### src/sv/sliding_window_maximum_assert.svh
// assertion macros for the rtl, included by swm_back
`ifndef SLIDING_WINDOW_MAXIMUM_ASSERT_SVH
`define SLIDING_WINDOW_MAXIMUM_ASSERT_SVH

`ifndef SYNTHESIS

// condition must hold at every rising clock edge outside reset
`define SWM_ASSERT_ALWAYS(label, clk, rst, expr) \
  label: assert property (@(posedge clk) disable iff (rst) (expr)) \
    else $error("assertion failed");

// consequent must hold in the same cycle as the antecedent
`define SWM_ASSERT_IMPLY(label, clk, rst, ante, cons) \
  label: assert property (@(posedge clk) disable iff (rst) (ante) |-> (cons)) \
    else $error("assertion failed");

// consequent must hold in the cycle after the antecedent
`define SWM_ASSERT_NEXT(label, clk, rst, ante, cons) \
  label: assert property (@(posedge clk) disable iff (rst) (ante) |=> (cons)) \
    else $error("assertion failed");

`else

`define SWM_ASSERT_ALWAYS(label, clk, rst, expr)
`define SWM_ASSERT_IMPLY(label, clk, rst, ante, cons)
`define SWM_ASSERT_NEXT(label, clk, rst, ante, cons)

`endif

`endif

### src/sv/swm_pkg.sv
`timescale 1ns / 1ps

package swm_pkg;

  localparam int SAMPLE_W = 16;
  localparam int POS_W    = 7;
  localparam int WSIZE_W  = 7;

  // one input transaction as it travels through the queue
  typedef struct packed {
    logic signed [SAMPLE_W-1:0] sample;
    logic                       stream_start;
  } item_t;

  // one deque entry
  typedef struct packed {
    logic signed [SAMPLE_W-1:0] value;
    logic [POS_W-1:0]           pos;
  } entry_t;

endpackage

### src/sv/swm_ram.sv
`timescale 1ns / 1ps

module swm_ram #(
  parameter int WIDTH = 23,
  parameter int DEPTH = 64
) (
  input  logic                     clk,
  input  logic                     we,
  input  logic [$clog2(DEPTH)-1:0] wr_addr,
  input  logic [WIDTH-1:0]         wr_data,
  input  logic [$clog2(DEPTH)-1:0] rd_addr,
  output logic [WIDTH-1:0]         rd_data
);

  logic [WIDTH-1:0] mem [DEPTH];

  // write-first: a read of the address being written returns the new data
  always_ff @(posedge clk) begin
    if (we) begin
      mem[wr_addr] <= wr_data;
    end
    if (we && (wr_addr == rd_addr)) begin
      rd_data <= wr_data;
    end else begin
      rd_data <= mem[rd_addr];
    end
  end

endmodule

### src/sv/swm_front.sv
`timescale 1ns / 1ps

module swm_front (
  input  logic           clk,
  input  logic           rst,
  input  logic           in_valid,
  output logic           in_ready,
  input  swm_pkg::item_t in_item,
  output logic           q_valid,
  input  logic           q_ready,
  output swm_pkg::item_t q_item
);

  // two-entry queue between the input port and the deque engine
  swm_pkg::item_t slots [2];
  logic           wr_ptr;
  logic           rd_ptr;
  logic [1:0]     fill;
  logic           push;
  logic           pop;

  assign in_ready = (fill != 2'd2);
  assign q_valid  = (fill != 2'd0);
  assign q_item   = slots[rd_ptr];
  assign push     = in_valid && in_ready;
  assign pop      = q_valid && q_ready;

  always_ff @(posedge clk) begin
    if (rst) begin
      wr_ptr <= 1'b0;
      rd_ptr <= 1'b0;
      fill   <= 2'd0;
    end else begin
      if (push) begin
        wr_ptr <= ~wr_ptr;
      end
      if (pop) begin
        rd_ptr <= ~rd_ptr;
      end
      unique case ({push, pop})
        2'b10:   fill <= fill + 2'd1;
        2'b01:   fill <= fill - 2'd1;
        default: fill <= fill;
      endcase
    end
  end

  always_ff @(posedge clk) begin
    if (push) begin
      slots[wr_ptr] <= in_item;
    end
  end

endmodule

### src/sv/swm_back.sv
`timescale 1ns / 1ps

module swm_back #(
  parameter int WINDOW_MAX = 64
) (
  input  logic                                    clk,
  input  logic                                    rst,
  input  logic [swm_pkg::WSIZE_W-1:0]             window_size,
  input  logic                                    q_valid,
  output logic                                    q_ready,
  input  swm_pkg::item_t                          q_item,
  output logic                                    out_valid,
  input  logic                                    out_ready,
  output logic signed [swm_pkg::SAMPLE_W-1:0]     window_max,
  output logic [swm_pkg::POS_W-1:0]               window_end
);

  `include "sliding_window_maximum_assert.svh"

  localparam int PTR_W = (WINDOW_MAX > 1) ? $clog2(WINDOW_MAX) : 1;
  localparam int CNT_W = $clog2(WINDOW_MAX + 1);
  localparam int WCAP  = (WINDOW_MAX < 127) ? WINDOW_MAX : 127;
  localparam int EW    = $bits(swm_pkg::entry_t);

  localparam logic [1:0] S_IDLE  = 2'd0;
  localparam logic [1:0] S_FRONT = 2'd1;
  localparam logic [1:0] S_BACK  = 2'd2;

  function automatic logic [PTR_W-1:0] wrap_next(input logic [PTR_W-1:0] p);
    return (p == PTR_W'(WINDOW_MAX - 1)) ? '0 : p + 1'b1;
  endfunction

  function automatic logic [PTR_W-1:0] wrap_prev(input logic [PTR_W-1:0] p);
    return (p == '0) ? PTR_W'(WINDOW_MAX - 1) : p - 1'b1;
  endfunction

  logic [1:0]                          state, state_next;
  logic [PTR_W-1:0]                    front_pointer, front_pointer_next;
  logic [PTR_W-1:0]                    back_pointer, back_pointer_next;
  logic [CNT_W-1:0]                    entry_count, entry_count_next;
  logic [swm_pkg::POS_W-1:0]           position_counter, position_counter_next;
  logic [swm_pkg::WSIZE_W-1:0]         seen_count, seen_count_next;
  logic signed [swm_pkg::SAMPLE_W-1:0] cur_sample, cur_sample_next;
  logic [swm_pkg::POS_W-1:0]           cur_pos, cur_pos_next;
  logic                                out_valid_next;
  logic signed [swm_pkg::SAMPLE_W-1:0] window_max_next;
  logic [swm_pkg::POS_W-1:0]           window_end_next;

  logic [swm_pkg::WSIZE_W-1:0] eff_w;
  logic [swm_pkg::WSIZE_W-1:0] seen_sat;
  logic [swm_pkg::POS_W-1:0]   front_age;
  logic                        out_free;
  logic                        load;
  logic                        we;
  swm_pkg::entry_t             wr_entry;
  swm_pkg::entry_t             front_entry;
  swm_pkg::entry_t             back_entry;
  logic [EW-1:0]               front_raw;
  logic [EW-1:0]               back_raw;

  // effective window: zero reads as one, clamped to the deque depth and to at most 127
  always_comb begin
    if (window_size == '0) begin
      eff_w = swm_pkg::WSIZE_W'(1);
    end else if (window_size > swm_pkg::WSIZE_W'(WCAP)) begin
      eff_w = swm_pkg::WSIZE_W'(WCAP);
    end else begin
      eff_w = window_size;
    end
  end

  assign front_entry = swm_pkg::entry_t'(front_raw);
  assign back_entry  = swm_pkg::entry_t'(back_raw);
  assign front_age   = cur_pos - front_entry.pos;
  assign out_free    = !out_valid || out_ready;
  assign wr_entry    = '{value: cur_sample, pos: cur_pos};

  always_comb begin
    state_next            = state;
    front_pointer_next    = front_pointer;
    back_pointer_next     = back_pointer;
    entry_count_next      = entry_count;
    position_counter_next = position_counter;
    seen_count_next       = seen_count;
    cur_sample_next       = cur_sample;
    cur_pos_next          = cur_pos;
    out_valid_next        = out_valid && !out_ready;
    window_max_next       = window_max;
    window_end_next       = window_end;
    seen_sat              = (seen_count > eff_w) ? eff_w : seen_count;
    we                    = 1'b0;
    load                  = 1'b0;
    q_ready               = 1'b0;

    unique case (state)
      S_IDLE: begin
        load = q_valid;
      end
      S_FRONT: begin
        // drop entries that have left the window
        if ((entry_count != '0) && (front_age >= eff_w)) begin
          front_pointer_next = wrap_next(front_pointer);
          entry_count_next   = entry_count - 1'b1;
        end else begin
          state_next = S_BACK;
        end
      end
      S_BACK: begin
        // drop smaller entries at the back, then append
        if ((entry_count != '0) && (back_entry.value < cur_sample)) begin
          back_pointer_next = wrap_prev(back_pointer);
          entry_count_next  = entry_count - 1'b1;
        end else if (out_free) begin
          we                    = 1'b1;
          back_pointer_next     = wrap_next(back_pointer);
          entry_count_next      = entry_count + 1'b1;
          position_counter_next = cur_pos + 1'b1;
          seen_count_next       = (seen_sat < eff_w) ? seen_sat + 1'b1 : seen_sat;
          if (seen_count_next >= eff_w) begin
            out_valid_next  = 1'b1;
            window_max_next = (entry_count == '0) ? cur_sample : front_entry.value;
            window_end_next = cur_pos;
          end
          state_next = S_IDLE;
          load       = q_valid;
        end
      end
      default: begin
        state_next = S_IDLE;
      end
    endcase

    if (load) begin
      q_ready         = 1'b1;
      state_next      = S_FRONT;
      cur_sample_next = q_item.sample;
      if (q_item.stream_start) begin
        front_pointer_next    = '0;
        back_pointer_next     = '0;
        entry_count_next      = '0;
        position_counter_next = '0;
        seen_count_next       = '0;
      end
      cur_pos_next = position_counter_next;
    end
  end

  always_ff @(posedge clk) begin
    if (rst) begin
      state            <= S_IDLE;
      front_pointer    <= '0;
      back_pointer     <= '0;
      entry_count      <= '0;
      position_counter <= '0;
      seen_count       <= '0;
      out_valid        <= 1'b0;
    end else begin
      state            <= state_next;
      front_pointer    <= front_pointer_next;
      back_pointer     <= back_pointer_next;
      entry_count      <= entry_count_next;
      position_counter <= position_counter_next;
      seen_count       <= seen_count_next;
      out_valid        <= out_valid_next;
    end
  end

  always_ff @(posedge clk) begin
    cur_sample <= cur_sample_next;
    cur_pos    <= cur_pos_next;
    window_max <= window_max_next;
    window_end <= window_end_next;
  end

  // two copies of the deque storage: one tracks the front, one the back
  swm_ram #(
    .WIDTH (EW),
    .DEPTH (WINDOW_MAX)
  ) u_front_ram (
    .clk     (clk),
    .we      (we),
    .wr_addr (back_pointer),
    .wr_data (wr_entry),
    .rd_addr (front_pointer_next),
    .rd_data (front_raw)
  );

  swm_ram #(
    .WIDTH (EW),
    .DEPTH (WINDOW_MAX)
  ) u_back_ram (
    .clk     (clk),
    .we      (we),
    .wr_addr (back_pointer),
    .wr_data (wr_entry),
    .rd_addr (wrap_prev(back_pointer_next)),
    .rd_data (back_raw)
  );

  `SWM_ASSERT_ALWAYS(a_count_bound, clk, rst, entry_count <= CNT_W'(WCAP))
  `SWM_ASSERT_ALWAYS(a_empty_ptrs, clk, rst,
                     (entry_count != '0) || (front_pointer == back_pointer))
  `SWM_ASSERT_NEXT(a_append_grows, clk, rst, we && !load,
                   (entry_count == $past(entry_count) + 1'b1) && (state == S_IDLE))
  `SWM_ASSERT_IMPLY(a_result_only_on_append, clk, rst,
                    out_valid_next && !(out_valid && !out_ready), we)

endmodule

### src/sv/sliding_window_maximum.sv
`timescale 1ns / 1ps

// channel   direction  signals                                   transaction
// --------  ---------  ----------------------------------------  ---------------------
// in        input      in_valid, in_ready, sample, stream_start  one stream sample
// out       output     out_valid, out_ready, window_max,         one window maximum
//                      window_end
// cfg       input      cfg_valid, cfg_ready, cfg_data            window_size write
//
// a sample passes the front and then the back state of the deque engine, staying in each
// while it drops deque entries, set by the one-entry-per-cycle pop loop over the deque ram
// each sample is dropped at most once
// rst is synchronous; no clearing pass, the deque ram is only read between front and back
// a two-entry input queue and the output register let either side stall independently

module sliding_window_maximum #(
  parameter int WINDOW_MAX = 64
) (
  input  logic                                clk,
  input  logic                                rst,
  // input samples
  input  logic                                in_valid,
  output logic                                in_ready,
  input  logic signed [swm_pkg::SAMPLE_W-1:0] sample,
  input  logic                                stream_start,
  // window results
  output logic                                out_valid,
  input  logic                                out_ready,
  output logic signed [swm_pkg::SAMPLE_W-1:0] window_max,
  output logic [swm_pkg::POS_W-1:0]           window_end,
  // window size register
  input  logic                                cfg_valid,
  output logic                                cfg_ready,
  input  logic [swm_pkg::WSIZE_W-1:0]         cfg_data
);

  logic [swm_pkg::WSIZE_W-1:0] window_size;
  swm_pkg::item_t              in_item;
  swm_pkg::item_t              q_item;
  logic                        q_valid;
  logic                        q_ready;

  // config writes are always taken; the registered value also applies to a sample in flight
  assign cfg_ready = 1'b1;

  always_ff @(posedge clk) begin
    if (rst) begin
      window_size <= swm_pkg::WSIZE_W'(4);
    end else if (cfg_valid && cfg_ready) begin
      window_size <= cfg_data;
    end
  end

  assign in_item = '{sample: sample, stream_start: stream_start};

  // front: input queue that decouples the port from the deque engine
  swm_front u_front (
    .clk      (clk),
    .rst      (rst),
    .in_valid (in_valid),
    .in_ready (in_ready),
    .in_item  (in_item),
    .q_valid  (q_valid),
    .q_ready  (q_ready),
    .q_item   (q_item)
  );

  // back: monotonic deque engine with its own output register
  swm_back #(
    .WINDOW_MAX (WINDOW_MAX)
  ) u_back (
    .clk         (clk),
    .rst         (rst),
    .window_size (window_size),
    .q_valid     (q_valid),
    .q_ready     (q_ready),
    .q_item      (q_item),
    .out_valid   (out_valid),
    .out_ready   (out_ready),
    .window_max  (window_max),
    .window_end  (window_end)
  );

endmodule

### config.mk
export PLATFORM = sky130hd
export DESIGN_NAME = sliding_window_maximum
export DESIGN_NICKNAME = d
export VERILOG_FILES = /design/src/sv/swm_pkg.sv /design/src/sv/swm_ram.sv /design/src/sv/swm_front.sv /design/src/sv/swm_back.sv /design/src/sv/sliding_window_maximum.sv
export VERILOG_INCLUDE_DIRS = /design/src /design/src/sv
export SDC_FILE = /design/constraint.sdc
export NUM_CORES = 2
export LEC_CHECK = 0
export ABC_AREA = 1
export BUFFER_PORTS_ARGS = -buffer_cell sky130_fd_sc_hd__buf_2
export CAP_MARGIN = 30
export CORE_UTILIZATION = 45
export CTS_BUF_LIST = sky130_fd_sc_hd__clkbuf_8
export CTS_CLUSTER_DIAMETER = 60
export CTS_CLUSTER_SIZE = 12
export DETAILED_ROUTE_END_ITERATION = 8
export SYNTH_ARGS = -nofsm -noshare
export SYNTH_HDL_FRONTEND = slang
export SYNTH_SLANG_ARGS = --single-unit
### constraint.sdc
create_clock -name clk -period 6.7 [get_ports clk]
set_input_delay 0.335 -clock clk [delete_from_list [all_inputs] [get_ports clk]]
set_output_delay 0.335 -clock clk [all_outputs]
set_load 0.01 [all_outputs]
==> flow_metrics.tcl <==
set metrics [dict create \
    routed_wl_um 246800 \
    routabilityCongestion 0.9082 \
    synth_top_cells_by_count "1705 x nor2_1, 1552 x edfxtp_1, 1524 x o21ai_0, 620 x o22ai_1, 529 x clkbuf_1" \
    num-nets-final 7005 \
    dp_cells 8883 \
    synth-main-ff-cell "edfxtp_1" \
    gr-usage-all-layers 0.2920 \
    crit_top_cell "nand2_1" \
    grt_max_degree 160 \
    synth_top_cell_area_share 0.6320 \
    route.detailed.drc 0 \
    drive_gt1_frac 0.08790 \
    synth_top_family_by_area "compound AO/OA/AOI/OAI gates" \
    ys_seq_elements 1612 \
    synth_largest_area_cell "edfxtp_1" \
    reg2reg_slack_ps 730 \
    async_flop_share 0 \
    clkSlewWorstSetupHoldPaths_ps 80 \
    chipHeight_um 406.8 \
    ys_types 56 \
    leakage_nw 26.43 \
    dpl.hpwl_um 142300 \
    power.total_mw 29.74 \
    cts_setup_buffers 0 \
    max-cap-violations 0 \
    synth_area_um2 73740 \
    cts_buffer_depth 3 \
    avgSynthCellArea_um2 10.56 \
    synth-adder-area-share 0.01079 \
    cts_max_level 4 \
    ioPinCount 55 \
    status "complete, no violations" \
    grt_pass1_vias 54790 \
    grt_pass1_wl_um 359600 \
    cts_resized 0 \
    grt_overflow 0 \
    crit_fanout 69 \
    slew_headroom 0.2390 \
    syn-num-nets 7073 \
    endpoint_kind "flop" \
    rsz0062_at_grt "false" \
    hold_class "in -> reg" \
    antenna_found_initial 5 \
    seq_area_frac_synth 0.6483 \
    worstHoldStart "sample[5]" \
    design_area_um2 81200 \
    core_um2 162800 \
    portBuffers 53 \
    multi_input_area_um2 23790 \
    cts_tree "done" \
    hold_viol 0 \
    critPathLaunchType "flop" \
    finalCritPeriodShare 0.8906 \
    fillCellCount 14140 \
    finalSetupViolCount 0 \
    power.density_nw_per_um2 366.2 \
    crit_type "reg -> reg" \
    fin_skew_ps 66.28 \
    final_cells 9162 \
    synth-compound-area-share 0.1858 \
    synth_area_leaders "edfxtp_1 63%, o21ai_0 10%, nor2_1 8.7%" \
    cp_slowest_cell "o32ai_1" \
    slew_viol_final 0 \
    fp.dieW_um 406.8 \
    antenna_left 0 \
    via_per_inst 6.417 \
    tns_ps 0 \
    cts-root-buf "clkbuf_8" \
    required_ps 7580 \
    final.min_clock_period_ps 5967 \
    start_util 0.4530 \
    fmax_mhz 167.6 \
    worst_pin_slew_ps 1127 \
    synthesis.instances 6981 \
    seq_area_um2 47840 \
    synth.area.mux_share 0.002579 \
    cp_data_arrival_time_ps 6840 \
    std_cell_rows 148 \
    irDropWorstVdd_uv 352.5 \
    placed_cell_area_um2 78040 \
    yosysWarnings 0 \
    clock_sinks 1612 \
    postLayoutCoreUtil 0.4989 \
    areaGrowthSynthToFinish_pct 10.12 \
    synthXorXnorAreaFrac 0.003207 \
    first_pass_iters 8 \
    insertion_delay_ps 980 \
    drt_iter0_markers 8455 \
    vias 58790 \
    r2r_cells 30 \
    slowest_delay_ps 760 \
    cts_hold_buf 42 \
    die-area_um2 165500 \
    synthSimpleGateAreaFrac 0.1136 \
    wl_per_cell_um 26.94 \
    yosysMostFrequentCell "nor2_1" \
    numCtsBuffers 161 \
    synth_edf_count 1552 \
]
==> where the power goes <==
group | switching [mW] | internal, mW | total (mW) | leakage, nW
logic | 7.89 | 2.71 | 10.6 | 10.4
registers | 0.401 | 12.8 | 13.2 | 14.5
clock network | 3.50 | 2.42 | 5.93 | 1.52
==> sequential cells by signal, indices dropped and copies added, names as in the netlist, named ones only <==
| name | count |
|---|---|
| u_front.fill | 2 |
| u_back.u_front_ram.mem | 1426 |
| window_size | 7 |
| u_front.wr_ptr | 1 |
| u_back.cur_sample | 16 |
| u_front.slots | 34 |
| u_back.position_counter | 7 |
| u_back.state | 2 |
| u_back.entry_count | 7 |
| u_back.u_back_ram.mem | 46 |
| u_front.rd_ptr | 1 |
| u_back.front_pointer | 6 |
| u_back.window_end | 7 |
| u_back.back_pointer | 6 |
| u_back.cur_pos | 7 |
| u_back.out_valid | 1 |
| u_back.seen_count | 7 |
| u_back.window_max | 16 |
==> critical path: cells and delay by family (launching register included) <==
family | cells | cell delay (ps)
AND/OR/NAND/NOR | 17 | 1850
AO/OA/AOI/OAI | 6 | 1790
adder cells (fa/ha/maj) | 2 | 470
flip-flops | 1 | 490
buffers and inverters | 5 | 1190
==> area by class of cell <==
type	count	area share
diodes	2	0.00006164
clock buffers	164	0.02780
clock inverters	71	0.005902
inverters	116	0.005963
multi-input cells	4687	0.2930
flip-flops and latches	1612	0.5892
well taps	2175	0.03351
repair buffers	335	0.04459
==> kinds of logic after synthesis <==
kind of cell,Yosys count
other,1
XOR/XNOR,27
flip-flops,1612
buffers and inverters,682
adder cells (fa/ha/maj),63
AO/OA/AOI/OAI,2435
AND/OR/NAND/NOR,2144
multiplexers,17
==> layout by cell type, fill, tap and decap left out, types with 7 or more instances in the layout <==
cell type and n:
clkbuf_8 164, xor2_1 21, clkinvlp_4 8, o221ai_1 105, o32ai_1 21, inv_6 8
nand4_1 13, nor2_1 1640, o21ai_1 12, dfxtp_4 9, inv_1 136, nand3_1 135
dlygate4sd3_1 42, mux2_2 16, clkinv_2 8, buf_2 54, ha_1 62, o21a_1 7
dfxtp_1 50, buf_4 149, nor2_4 64, o21ai_0 1524, a31oi_1 20, edfxtp_1 1552
o22ai_1 620, a21oi_1 52, buf_12 87, o211ai_1 42, o311ai_0 8, nand2_1 252
nor3_1 16
==> layer usage <==
| layer | wire [µm] | part of all wire | global-route usage |
|---|---|---|---|
| met1 | 98020 | 0.40 | 0.4021 |
| met2 | 109900 | 0.45 | 0.4460 |
| met3 | 25750 | 0.10 | 0.04913 |
| met4 | 13130 | 0.053 | 0.1480 |
| met5 | 0 | 0 | 0 |
==> how the worst min path moves through the flow <==
stage | to | slack, ps | depth (start not counted)
6_report | u_front.slots[0][6] | 110 | 2
5_1_grt | u_front.slots[0][1] | 90 | 2
4_1_cts | u_front.slots[1][16] | 2 | 2
3_5_place_dp | u_front.rd_ptr | 450 | 1
3_3_place_gp | u_front.rd_ptr | 440 | 1
2_1_floorplan | flop | 430 | 1
==> per-stage QoR <==
step / setup WS, ps / hold WS, ps
after floorplan: 988.9 / 425.7
after global placement: 883.2 / 440.8
after detailed placement: 857.9 / 449.4
after CTS: 848.3 / 1.637
after global routing: 243.8 / 90.05
final: 732.9 / 107.3
No activity file was read; power rests on OpenSTA's default activity.
